### src/sv/pbfe_pkg.sv
package pbfe_pkg;

	// operation codes carried in s_tuser
	typedef enum logic [1:0] {
		OP_FIELD = 2'd0,
		OP_LEN   = 2'd1,
		OP_RAW   = 2'd2,
		OP_BARE  = 2'd3
	} op_t;

	localparam int TAG_NUM_W = 29;
	localparam int VALUE_W   = 64;
	localparam int TAG_W     = TAG_NUM_W + 3;
	localparam int COUNT_W   = 32;

	localparam logic [2:0] WIRE_VARINT = 3'd0;
	localparam logic [2:0] WIRE_LEN    = 3'd2;

	localparam int QUEUE_DEPTH = 2;

	// one classified item waiting for the serializer
	typedef struct packed {
		logic               has_tag;
		logic               raw;
		logic [TAG_W-1:0]   tag_word;
		logic [VALUE_W-1:0] value;
	} cmd_t;

	typedef struct packed {
		logic full;
		logic empty;
	} q_stat_t;

	typedef enum logic [1:0] {
		ST_IDLE,
		ST_TAG,
		ST_VAL
	} ser_state_t;

endpackage

### src/sv/pbfe_front.sv
module pbfe_front (
	input  logic                             s_tvalid,
	output logic                             s_tready,
	input  logic [1:0]                       s_tuser,
	input  logic [pbfe_pkg::TAG_NUM_W-1:0]   tag_num,
	input  logic [pbfe_pkg::VALUE_W-1:0]     value,
	input  pbfe_pkg::q_stat_t                q_stat,
	output logic                             push,
	output pbfe_pkg::cmd_t                   cmd
);

	pbfe_pkg::op_t op;

	assign op       = pbfe_pkg::op_t'(s_tuser);
	assign s_tready = !q_stat.full;
	assign push     = s_tvalid && !q_stat.full;

	always_comb begin
		cmd.value    = value;
		cmd.has_tag  = 1'b0;
		cmd.raw      = 1'b0;
		cmd.tag_word = {tag_num, pbfe_pkg::WIRE_VARINT};
		unique case (op)
			pbfe_pkg::OP_FIELD: begin
				cmd.has_tag = 1'b1;
			end
			pbfe_pkg::OP_LEN: begin
				cmd.has_tag  = 1'b1;
				cmd.tag_word = {tag_num, pbfe_pkg::WIRE_LEN};
			end
			pbfe_pkg::OP_RAW: begin
				cmd.raw = 1'b1;
			end
			default: begin
			end
		endcase
	end

endmodule

### src/sv/pbfe_queue.sv
module pbfe_queue #(
	parameter int DEPTH = pbfe_pkg::QUEUE_DEPTH	// 2 and up
) (
	input  logic              clk,
	input  logic              arst_n,
	input  logic              push,
	input  pbfe_pkg::cmd_t    wr_cmd,
	input  logic              pop,
	output pbfe_pkg::cmd_t    rd_cmd,
	output pbfe_pkg::q_stat_t stat
);

	localparam int PW = $clog2(DEPTH);
	localparam int CW = $clog2(DEPTH + 1);
	localparam logic [PW-1:0] LAST_PTR = PW'(DEPTH - 1);
	localparam logic [CW-1:0] FULL_CNT = CW'(DEPTH);

	pbfe_pkg::cmd_t mem_q [DEPTH];
	logic [PW-1:0]  wr_ptr_q, rd_ptr_q;
	logic [CW-1:0]  cnt_q;

	assign stat.full  = (cnt_q == FULL_CNT);
	assign stat.empty = (cnt_q == '0);
	assign rd_cmd     = mem_q[rd_ptr_q];

	always_ff @(posedge clk) begin
		if (push)
			mem_q[wr_ptr_q] <= wr_cmd;
	end

	always_ff @(posedge clk or negedge arst_n) begin
		if (!arst_n) begin
			wr_ptr_q <= '0;
			rd_ptr_q <= '0;
			cnt_q    <= '0;
		end else begin
			if (push)
				wr_ptr_q <= (wr_ptr_q == LAST_PTR) ? '0 : wr_ptr_q + 1'b1;
			if (pop)
				rd_ptr_q <= (rd_ptr_q == LAST_PTR) ? '0 : rd_ptr_q + 1'b1;
			if (push && !pop)
				cnt_q <= cnt_q + 1'b1;
			else if (pop && !push)
				cnt_q <= cnt_q - 1'b1;
		end
	end

endmodule

### src/sv/pbfe_back.sv
module pbfe_back (
	input  logic                           clk,
	input  logic                           arst_n,
	input  logic                           count_only,
	input  pbfe_pkg::cmd_t                 cmd,
	input  pbfe_pkg::q_stat_t              q_stat,
	output logic                           pop,
	output logic                           m_tvalid,
	input  logic                           m_tready,
	output logic [7:0]                     out_byte,
	output logic                           sent,
	output logic                           last,
	output logic [pbfe_pkg::COUNT_W-1:0]   byte_count
);

	pbfe_pkg::ser_state_t state_q, state_d;

	logic [pbfe_pkg::TAG_W-1:0]   tag_q;
	logic [pbfe_pkg::VALUE_W-1:0] val_q;
	logic                         raw_q;
	logic [pbfe_pkg::COUNT_W-1:0] count_q;
	logic                         ovalid_q;

	logic       slot_free;
	logic       emit;
	logic       tag_more, val_more;
	logic [7:0] byte_d;
	logic       last_d;

	assign slot_free = !ovalid_q || m_tready;
	assign tag_more  = |tag_q[pbfe_pkg::TAG_W-1:7];
	assign val_more  = |val_q[pbfe_pkg::VALUE_W-1:7];

	always_ff @(posedge clk or negedge arst_n) begin
		if (!arst_n)
			state_q <= pbfe_pkg::ST_IDLE;
		else
			state_q <= state_d;
	end

	always_comb begin
		state_d = state_q;
		pop     = 1'b0;
		emit    = 1'b0;
		byte_d  = {1'b0, val_q[6:0]};
		last_d  = 1'b0;
		unique case (state_q)
			pbfe_pkg::ST_IDLE: begin
				if (!q_stat.empty) begin
					pop     = 1'b1;
					state_d = cmd.has_tag ? pbfe_pkg::ST_TAG : pbfe_pkg::ST_VAL;
				end
			end
			pbfe_pkg::ST_TAG: begin
				byte_d = {tag_more, tag_q[6:0]};
				if (slot_free) begin
					emit = 1'b1;
					if (!tag_more)
						state_d = pbfe_pkg::ST_VAL;
				end
			end
			pbfe_pkg::ST_VAL: begin
				if (raw_q) begin
					byte_d = val_q[7:0];
					last_d = 1'b1;
				end else begin
					byte_d = {val_more, val_q[6:0]};
					last_d = !val_more;
				end
				if (slot_free) begin
					emit = 1'b1;
					if (last_d)
						state_d = pbfe_pkg::ST_IDLE;
				end
			end
			default: begin
				state_d = pbfe_pkg::ST_IDLE;
			end
		endcase
	end

	// operand shifters, 7 bits per emitted byte
	always_ff @(posedge clk) begin
		if (pop) begin
			tag_q <= cmd.tag_word;
			val_q <= cmd.value;
			raw_q <= cmd.raw;
		end else if (emit) begin
			if (state_q == pbfe_pkg::ST_TAG)
				tag_q <= tag_q >> 7;
			else
				val_q <= val_q >> 7;
		end
	end

	always_ff @(posedge clk) begin
		if (emit) begin
			out_byte <= byte_d;
			sent     <= !count_only;
			last     <= last_d;
		end
	end

	always_ff @(posedge clk or negedge arst_n) begin
		if (!arst_n) begin
			count_q  <= '0;
			ovalid_q <= 1'b0;
		end else begin
			if (emit) begin
				count_q  <= count_q + 1'b1;
				ovalid_q <= 1'b1;
			end else if (m_tready) begin
				ovalid_q <= 1'b0;
			end
		end
	end

	assign m_tvalid   = ovalid_q;
	assign byte_count = count_q;

	a_count_step: assert property (@(posedge clk) disable iff (!arst_n)
		emit |=> count_q == $past(count_q) + 1'b1)
		else $error("byte count did not advance on emitted byte");

	a_pop_idle: assert property (@(posedge clk) disable iff (!arst_n)
		pop |-> state_q == pbfe_pkg::ST_IDLE && !q_stat.empty)
		else $error("queue popped outside idle or while empty");

	a_no_overwrite: assert property (@(posedge clk) disable iff (!arst_n)
		emit |-> !ovalid_q || m_tready)
		else $error("output register overwritten while held");

	a_count_hold: assert property (@(posedge clk) disable iff (!arst_n)
		!emit |=> $stable(count_q))
		else $error("byte count moved without emitted byte");

endmodule

### src/sv/protobuf_field_encoder.sv
// Protocol buffer field encoder.
// Input stream (s_*): one beat per operation. s_tuser carries the op code
// (field varint, length-delimited header, raw byte, bare varint); s_tdata
// carries tag_num and value. Output stream (m_*): one beat per encoded byte,
// with m_tlast on the final byte of an operation, m_tuser as the sent flag
// and the 32-bit running byte count next to the byte in m_tdata.
// Config channel (cfg_*): one bit, count_only; when set, bytes are still
// produced and counted but flagged unsent. Write it only while idle.
// Timing: the front classifies and pushes into a small queue in the beat
// cycle; the back sequencer pops an operation while idle, then emits one byte
// per cycle through a registered output while m_tready does not stall it. An
// operation yields 1 to 15 bytes; the sequencer pops the next operation only
// after the last byte of the current one, while the queue keeps taking beats.
// Reset clears the byte count, count_only, the queue and the output valid flag.
// A stalled m_tready holds the output beat; the sequencer then waits and the
// queue fills, after which s_tready drops.
module protobuf_field_encoder #(
	parameter int QUEUE_DEPTH = pbfe_pkg::QUEUE_DEPTH
) (
	input  logic        clk,
	input  logic        arst_n,
	input  logic        s_tvalid,
	output logic        s_tready,
	input  logic [95:0] s_tdata,	// [28:0] tag_num, [92:29] value, [95:93] zero
	input  logic [1:0]  s_tuser,	// [1:0] op
	output logic        m_tvalid,
	input  logic        m_tready,
	output logic [39:0] m_tdata,	// [7:0] out_byte, [39:8] byte_count
	output logic        m_tuser,	// [0] sent
	output logic        m_tlast,
	input  logic        cfg_valid,
	output logic        cfg_ready,
	input  logic        cfg_data	// count_only
);

	pbfe_pkg::cmd_t    fr_cmd, q_cmd;
	pbfe_pkg::q_stat_t q_stat;
	logic              push, pop;
	logic              count_only_q;
	logic [7:0]        out_byte;
	logic [31:0]       byte_count;

	// register write always taken
	assign cfg_ready = 1'b1;

	always_ff @(posedge clk or negedge arst_n) begin
		if (!arst_n)
			count_only_q <= 1'b0;
		else if (cfg_valid)
			count_only_q <= cfg_data;
	end

	pbfe_front u_front (
		.s_tvalid (s_tvalid),
		.s_tready (s_tready),
		.s_tuser  (s_tuser),
		.tag_num  (s_tdata[28:0]),
		.value    (s_tdata[92:29]),
		.q_stat   (q_stat),
		.push     (push),
		.cmd      (fr_cmd)
	);

	pbfe_queue #(
		.DEPTH (QUEUE_DEPTH)
	) u_queue (
		.clk    (clk),
		.arst_n (arst_n),
		.push   (push),
		.wr_cmd (fr_cmd),
		.pop    (pop),
		.rd_cmd (q_cmd),
		.stat   (q_stat)
	);

	pbfe_back u_back (
		.clk        (clk),
		.arst_n     (arst_n),
		.count_only (count_only_q),
		.cmd        (q_cmd),
		.q_stat     (q_stat),
		.pop        (pop),
		.m_tvalid   (m_tvalid),
		.m_tready   (m_tready),
		.out_byte   (out_byte),
		.sent       (m_tuser),
		.last       (m_tlast),
		.byte_count (byte_count)
	);

	assign m_tdata = {byte_count, out_byte};

endmodule

### config.mk
export PLATFORM = sky130hd
export DESIGN_NAME = protobuf_field_encoder
export DESIGN_NICKNAME = d
export VERILOG_FILES = /design/src/sv/pbfe_pkg.sv /design/src/sv/pbfe_front.sv /design/src/sv/pbfe_queue.sv /design/src/sv/pbfe_back.sv /design/src/sv/protobuf_field_encoder.sv
export SDC_FILE = /design/constraint.sdc
export NUM_CORES = 1
export LEC_CHECK = 0
export BUFFER_PORTS_ARGS = -buffer_cell sky130_fd_sc_hd__buf_2
export CAP_MARGIN = 20
export CORE_MARGIN = 4
export CORE_UTILIZATION = 40
export DETAILED_ROUTE_END_ITERATION = 12
export SYNTH_ARGS = -nofsm -noshare
export SYNTH_HDL_FRONTEND = slang
export SYNTH_SLANG_ARGS = --single-unit
### constraint.sdc
create_clock -name clk -period 14.4 [get_ports clk]
set_clock_uncertainty 0.1 [all_clocks]
set_input_delay 2.16 -clock clk [delete_from_list [all_inputs] [get_ports clk]]
set_output_delay 2.16 -clock clk [all_outputs]
set_load 0.03 [all_outputs]
==> flow_summary.ini, run 1 <==
[setup_path]
critical_path_class = in2reg
critPathBufInv = 3
worst_setup_path_start_kind = primary input
regToRegStartpoint = u_queue.cnt_q[1]
crit_family = buffers and inverters
crit_top_cell = buf_4
crit_path_max_incr_delay_ps = 690
crit_required_ps = 14440
crit_chain = buf_2, nand2_1, nor2_4, buf_4, buf_4
cp_slowest_cell = buf_4
r2r_setup_slack_ps = 11300
reg2reg_to = u_back.val_q[2]
ff2ff_path_depth = 4
cp_max_fo = 57
crit_arrival_ps = 4070
cp-end-kind = flip-flop

[clocking]
tritoncts = built
cts_hold_buf = 0
cts_setup_buffers = 0
cts.path.max_buffers = 3
cts_num_sinks = 339
h-tree-depth = 2
clkSlewWorstSetupHoldPaths_ps = 60
cts_buffers = 37
clk_latency_ps = 510
root_buffer = clkbuf_16
cts_resized = 0

[timing]
hold_slack_ps = 358
worst_slew_pin_slew_ps = 913
tns_ps = 0
slew_viol_final = 0
period_share = 0.280
hold_violations = 0
layout_min_cycle_time_ps = 4040
fmax_ghz = 0.248
finalWorstSetupSlack_ps = 10360
setup_viol = 0
grt_setup_unrepaired = false
slew-limit-headroom = 0.391

[logic_synthesis]
ys_seq_elements = 339
syn_area_per_cell_um2 = 15.9
synth_top_area_frac = 0.684
synth_edf_count = 299
synth_nets = 932
synth_area_leaders = edfxtp_1 68%, dfrtp_1 7.6%, mux2i_1 7.4%, o21ai_0 3.1%, nand2_1 2.9%
synth_area_um2 = 13100
synth-seq-area-share = 0.760
yosysUniqueCellTypes = 38
netlist_instances = 823
synth_flop_cell = edfxtp_1
yosysTopAreaCell = edfxtp_1
ys_async_sr_fraction = 0.118
ys_warn_count = 0

[floorplanning]
fp-row-count = 66
dieArea_um2 = 35800
coreArea_um2 = 32500
start_util = 0.404
die_w_um = 189
ioPinCount = 149
dieHeight_um = 189

[global_routing]
antenna_found_initial = 2
grt_pass1_wl_mm = 39.5
grt_max_degree = 79
grt_pass1_vias = 7191
grtUsageTotal = 0.140
overflow = 0

[placed_design]
place.gp.congestion = 0.781
post_dp_cell_area_um2 = 14300
placedCellCount = 1384
hpwlAfterDp_mm = 16.3
pre_cts_ws_ps = 9760
portBuffers = 144

[cells_and_area]
stdcell_count = 1452
fin_nets = 1091
stdcell_area_um2 = 15600
layout-area-overhead-vs-synth_pct = 19.1
drive_gt1_frac = 0.230

[route]
vias = 7009
ant_nets = 0
top_layer_used = met5
routedWlPerCell_um = 17.4
wl_met3_mm = 1.41
drc = 0
wl_met2_mm = 11.9
drt_iter0_markers = 500
totalWireLength_mm = 25.3
met1Wirelength_mm = 11.5
viasPerCell = 4.83
first_pass_iters = 4

[worst_hold_path]
worstHoldStart = u_back.byte_count[31]
min_to = u_back.byte_count[31]
hold_path_class = reg2reg
whs_path_depth = 1

[power_and_ir_drop]
vdd_drop_max_uv = 157
p_leak_nw = 6.10
power_density_nw_per_um2 = 229

[status]
outcome = finished, final reports clean

[flow_run]
cap_violations = 0
-- synthesized netlist by cell type (3+ instances only) --
cell type  instances
nand2b_1           5
inv_1             10
xnor2_1           21
edfxtp_1         299
nand2_1          101
buf_1              5
o21ai_0           82
nor2_1            27
nand4_1            8
and4_1             4
xor2_1            15
and2_1             6
ha_1               5
clkbuf_1          11
nor3_1             5
nor4_2             6
nand3_1            7
and3_1             9
a22o_1             7
a21oi_1            3
nor4_1            16
dfrtp_1           40
mux2i_1           97
buf_2             16
-- report_power, final --
part | leakage (nW) | internal (mW) | switching, mW
clock | 0.607 | 0.586 | 0.375
combinational | 2.12 | 0.289 | 0.619
sequential | 3.37 | 1.55 | 0.154
total | 6.10 | 2.43 | 1.15
-- worst max-delay path by stage --
stage / start / to / slack [ps] / depth (start not counted)
finish: s_tvalid / u_queue.mem_q[0][65] / 10360 / 5
global route: s_tvalid / u_queue.mem_q[0][96] / 10170 / 5
CTS: s_tvalid / u_queue.mem_q[0][24] / 10290 / 5
detailed placement: s_tvalid / u_queue.mem_q[0][79] / 9760 / 5
global placement: s_tvalid / u_queue.mem_q[0][91] / 9760 / 5
floorplan: s_tvalid / u_queue.mem_q[0][0] / 7490 / 2
-- cell families (layout without fill, tap and decap cells) --
family | count (synthesis) | in the layout | synth area share
DFF | 339 | 339 | 0.760
and+or+nand+nor | 204 | 204 | 0.0809
muxes | 99 | 99 | 0.0757
AOI/OAI and AO/OA | 96 | 96 | 0.0398
buffers and inverters | 43 | 229 | 0.0141
xor gates and xnor gates | 36 | 36 | 0.0240
adders and majority gates | 5 | 5 | 0.00477
other | 1 | 2 | 0.000286
-- cell type report --
class | count | area (um2)
sequential | 339 | 9980
tap | 442 | 553
inverter | 10 | 37.5
antenna | 1 | 2.50
multi-input combinational | 441 | 2990
timing repair buffer | 153 | 808
clock inverter | 21 | 259
fill | 2798 | 16800
clock buffer | 45 | 997
-- cell usage in the layout, fill, tap and decap left out, drive strengths merged --
cell type,netlist,layout
inv,10,10
clkbuf,11,45
xnor2,21,21
mux2,2,2
nor2b,2,2
and3,9,9
nand2b,5,5
nor2,27,27
clkinv,0,13
o21a,1,1
conb,1,1
o21ai,83,83
bufinv,0,5
edfxtp,299,299
nor3,5,5
a22o,7,7
ha,5,5
nand2,101,101
nor4b,1,1
o41ai,1,1
clkinvlp,0,3
dfrtp,40,40
and4,5,5
nor4,23,23
xor2,15,15
buf,22,153
nand3,9,9
a31oi,1,1
diode,0,1
nand4,11,11
a21oi,3,3
and2,6,6
mux2i,97,97
-- state kept, by name (all words and copies together), names as in the netlist --
name and count:
u_back.last 1, u_back.tag_q 32, u_back.state_q 2, u_back.m_tvalid 1
u_queue.cnt_q 2, u_queue.rd_ptr_q 1, u_back.sent 1, u_queue.mem_q 192
u_back.out_byte 8, count_only_q 1, u_back.raw_q 1, u_queue.wr_ptr_q 1
u_back.byte_count 32, u_back.val_q 64
-- per-stage QoR --
stage | power [mW] | utilization
floorplan | 2.37 | -
global placement | 2.63 | 0.442
detailed placement | 2.66 | 0.442
CTS | 3.63 | 0.481
global route | 3.79 | 0.482
finish | 3.58 | 0.482
-- routing by layer --
layer  up-vias  GRT usage
li1       3409          -
met1      3386      0.193
met2       166      0.227
met3        44     0.0312
met4         4     0.0348
met5         -          0
No activity file was read; power rests on OpenSTA's default activity.
==> inputs of run 2 (changes only) <==
==> constraint.sdc (replaced) <==
create_clock -name clk -period 3.35 [get_ports clk]
set_clock_uncertainty 0.1 [all_clocks]
set_input_delay 0.5025 -clock clk [delete_from_list [all_inputs] [get_ports clk]]
set_output_delay 0.5025 -clock clk [all_outputs]
set_load 0.03 [all_outputs]
==> flow_summary.ini, run 2 (synthesized netlist as in run 1, its figures left out) <==
[timing]
slew_viol_final = 0
grt_setup_unrepaired = false
hold_slack_ps = 30.1
tns_ps = 0
layout_min_cycle_time_ps = 2210
fmax_ghz = 0.452
slew-limit-headroom = 0.392
worst_slew_pin_slew_ps = 912
hold_violations = 0
setup_viol = 0
period_share = 0.661

[setup_path]
crit_top_cell = nand2_1
cp_max_fo = 32
cp_slowest_cell = ha_1
critPathBufInv = 2
crit_chain = inv_1, ha_1, and2_1, nand2_1, nand2_1, buf_4
crit_required_ps = 3410
worst_setup_path_start_kind = flip-flop
critical_path_class = reg2reg
cp-end-kind = flip-flop
crit_arrival_ps = 2270
crit_path_max_incr_delay_ps = 440
crit_family = simple AND/OR/NAND/NOR gates

[power_and_ir_drop]
power_density_nw_per_um2 = 965
power.total_mw = 15.0
vdd_drop_max_uv = 570
power_frac_comb = 0.263
netSwitchingPower_mw = 4.86
switching_share = 0.324
p_leak_nw = 6.05
pwr-share-clk = 0.242
p_int_mw = 10.1
p_seq_frac = 0.496

[route]
routedWlPerCell_um = 17.2
vias = 7011
totalWireLength_mm = 25.0
first_pass_iters = 4
viasPerCell = 4.84
drc = 0
drt_iter0_markers = 416
ant_nets = 0

[clocking]
cts_hold_buf = 0
cts.path.max_buffers = 3
clkSlewWorstSetupHoldPaths_ps = 60
h-tree-depth = 2
cts_buffers = 36
cts_num_sinks = 339
clk_latency_ps = 510
tritoncts = built
root_buffer = clkbuf_16
cts_setup_buffers = 0
cts_resized = 0

[global_routing]
grt_max_degree = 91
grt_pass1_wl_mm = 39.0
grtUsageTotal = 0.138
overflow = 0
grt_pass1_vias = 7111
antenna_found_initial = 1

[worst_hold_path]
hold_path_class = in2async

[cells_and_area]
diodes = 0
layout_commonest_cell = edfxtp_1
fin_nets = 1092
reg_top3 = u_queue.mem_q: 192 flops, u_back.val_q: 64 flops
final_cell_mix = 299 x edfxtp_1, 144 x buf_2, 101 x nand2_1, 97 x mux2i_1, 82 x o21ai_0
post-route-util = 0.479
drive_gt1_frac = 0.221
layout-area-overhead-vs-synth_pct = 18.4
n_fill_cell = 2803
largest_reg_flops = 192
regMostFlops = u_queue.mem_q

[floorplanning]
die_w_um = 189
dieHeight_um = 189
ioPinCount = 149
fp-row-count = 66
coreArea_um2 = 32500
start_util = 0.404
dieArea_um2 = 35800

[placed_design]
place.gp.congestion = 0.785
hpwlAfterDp_mm = 16.3
portBuffers = 144

[flow_run]
cap_violations = 0

[status]
outcome = finished, final reports clean
## run 2: cell type report
class,instances,area (um2),area share
Sequential cell,339,9980,0.643
Timing Repair Buffer,155,891,0.0573
Clock inverter,14,71.3,0.00459
Inverter,10,37.5,0.00242
Multi-Input combinational cell,441,2990,0.193
Tap cell,442,553,0.0356
Clock buffer,48,1010,0.0649
## run 2: through the flow
step	cell area, um2	cells	worst slack [ps]
floorplan	13100	823	455
global placement	14400	1386	896
detailed placement	14500	1387	1150
CTS	15500	1449	1130
global route	15500	1449	988
finish	15500	1449	1140
## run 2: final timing paths
kind	start	to	slack, ps	depth (start not counted)
setup / recovery	u_back.state_q[0]	u_back.tag_q[29]	1140	6
hold / removal	arst_n	u_back.byte_count[15]	30	1
setup reg to reg	u_back.state_q[0]	u_back.tag_q[29]	1140	6
hold reg to reg	u_back.byte_count[31]	u_back.byte_count[31]	370	1
max in group asynchronous	arst_n	u_queue.rd_ptr_q	2460	1
min in group clk	s_tdata[5]	u_queue.mem_q[0][71]	80	1
## run 2: metal layers
| layer | global-route usage | wire length [um] |
|---|---|---|
| met1 | 0.196 | 11500 |
| met2 | 0.219 | 11500 |
| met3 | 0.0308 | 1470 |
| met4 | 0.0356 | 537 |
| met5 | 0 | 0 |
## run 2: power groups by stage
stage	combinational, mW	sequential [mW]	clock [mW]
floorplan	2.70	7.39	0
global placement	3.93	7.50	0
detailed placement	4.03	7.52	0
CTS	4.04	7.45	3.73
global route	4.41	7.57	3.94
finish	3.94	7.43	3.63
==> inputs of run 3 (changes only) <==
==> constraint.sdc (replaced) <==
create_clock -name clk -period 1.9 [get_ports clk]
set_clock_uncertainty 0.1 [all_clocks]
set_input_delay 0.285 -clock clk [delete_from_list [all_inputs] [get_ports clk]]
set_output_delay 0.285 -clock clk [all_outputs]
set_load 0.03 [all_outputs]
==> flow_summary.ini, run 3 (synthesized netlist as in run 1, its figures left out) <==
[status]
outcome = complete, but fails checks
violations = negative setup slack

[setup_path]
critPathBufInv = 1
crit_family = simple AND/OR/NAND/NOR gates
worst_setup_path_start_kind = flip-flop
critical_path_class = reg2reg
cp_slowest_cell = edfxtp_1
crit_arrival_ps = 2090
crit_path_max_incr_delay_ps = 420
crit_required_ps = 2050
cp_max_fo = 2
crit_chain = nor4_4, nand4_1, o41ai_2, buf_4, a31oi_1
cp-end-kind = flip-flop

[floorplanning]
dieHeight_um = 189
coreArea_um2 = 32500
start_util = 0.404
dieArea_um2 = 35800
fp-row-count = 66
ioPinCount = 149
die_w_um = 189

[cells_and_area]
multi_input_area_um2 = 3100
reg_top3 = u_queue.mem_q: 192 flops, u_back.val_q: 64 flops
n_fill_cell = 2685
fin_nets = 1227
layout_commonest_cell = edfxtp_1
largest_reg_flops = 192
stdcell_count = 1587
final_cell_mix = 299 x edfxtp_1, 144 x buf_2, 99 x nand2_1, 99 x dlygate4sd3_1, 97 x mux2i_1
register_area_um2 = 9990
drive_gt1_frac = 0.242
regMostFlops = u_queue.mem_q
layout-area-overhead-vs-synth_pct = 30.2
post-route-util = 0.526

[timing]
grt_setup_unrepaired = true
layout_min_cycle_time_ps = 1940
hold_violations = 0
period_share = 1.02
slew_viol_final = 0
setup_viol = 3
finalWorstSetupSlack_ps = -43.4
fmax_ghz = 0.515

[route]
first_pass_iters = 4
routedWlPerCell_um = 16.8
drt_iter0_markers = 504
vias = 7610
drc = 0
totalWireLength_mm = 26.6
ant_nets = 0
viasPerCell = 4.80

[global_routing]
grt_max_degree = 93
grt_pass1_wl_mm = 41.7
grt_pass1_vias = 7863
grtUsageTotal = 0.146
antenna_found_initial = 1
overflow = 0

[clocking]
h-tree-depth = 2
clk_latency_ps = 510
tritoncts = built
cts_num_sinks = 339
clkSlewWorstSetupHoldPaths_ps = 60
root_buffer = clkbuf_16
cts.path.max_buffers = 3
cts_buffers = 37

[placed_design]
placedCellCount = 1415
portBuffers = 144
place.gp.congestion = 0.784
hpwlAfterDp_mm = 17.4

[power_and_ir_drop]
vdd_drop_max_uv = 872
p_leak_nw = 6.73
p_int_mw = 18.8
power_frac_comb = 0.307
switching_share = 0.326
netSwitchingPower_mw = 9.09
p_seq_frac = 0.463
power_density_nw_per_um2 = 1630
pwr-share-clk = 0.229

[worst_hold_path]
hold_path_class = in2async

[flow_run]
cap_violations = 0
==> run 3: changes by cell type in the layout (fill, tap and decap cells not counted), moves of 3 or more <==
cell           change
buf_4             +22
nor4_4             +3
dfrtp_1            -3
clkinv_2           +4
buf_12            +12
dfrtp_2            +3
dlygate4sd3_1     +99
==> run 3: cell type report <==
| cell class | instances | area share |
|---|---|---|
| well taps | 442 | 0.0324 |
| multi-input cells | 441 | 0.182 |
| inverters | 10 | 0.00220 |
| clock inverters | 20 | 0.00652 |
| clock buffers | 45 | 0.0572 |
| diodes | 1 | 0.000146 |
| repair buffers | 289 | 0.135 |
| flip-flops and latches | 339 | 0.585 |
==> run 3: what timing repair did <==
item,CTS,global route
setup endpoints to repair,4,47
gates cloned,0,1
setup buffers,1,5
gates resized for setup,2,9
endpoints found under the hold margin,234,0
hold buffers,99,0
pin swaps,2,7
==> run 3: worst paths after layout <==
kind,from,endpoint,slack (ps),depth (start not counted)
worst min register to register,u_back.byte_count[31],u_back.byte_count[31],360,1
max in group asynchronous,arst_n,u_queue.rd_ptr_q,1240,3
worst max register to register,u_back.val_q[24],u_back.out_byte[7],-40,5
worst min-delay path,arst_n,u_back.byte_count[6],200,3
min in group clk,m_tready,u_back.m_tvalid,310,4
worst max-delay path,u_back.val_q[24],u_back.out_byte[7],-40,5
==> run 3: power by group through the flow <==
stage / clock (mW) / sequential [mW] / combinational (mW)
CTS: 6.57 / 12.9 / 8.50
global route: 6.92 / 13.2 / 9.48
global placement: 0 / 12.9 / 8.21
floorplan: 0 / 13.0 / 4.94
detailed placement: 0 / 13.0 / 8.27
finish: 6.41 / 12.9 / 8.58
==> run 3: metrics by stage <==
stage	setup slack, ps	cell area (um2)	hold slack (ps)	total power [mW]	setup TNS (ps)
global route	-145	17100	217	29.6	-711
floorplan	-749	13200	-111	18.0	-165640
finish	-43.4	17100	195	27.9	-112
global placement	-43.5	14900	177	21.1	-127
CTS	-51.6	17000	171	28.0	-144
detailed placement	-38.0	14900	180	21.3	-90.0
==> run 3: worst reg2reg max path: cells and delay by family, from the launching register on <==
kind | cells | cell delay [ps]
flip-flops | 1 | 420
buffers and inverters | 1 | 180
AND/OR/NAND/NOR | 2 | 550
AO/OA/AOI/OAI | 2 | 450
==> run 3: routing by layer <==
metal  up-vias  part of all wire  track usage
met5         -                 0            0
met4         0             0.019       0.0359
met3        42             0.048       0.0277
met2       185              0.48        0.241
met1      3698              0.46        0.201
li1       3685                 -            -
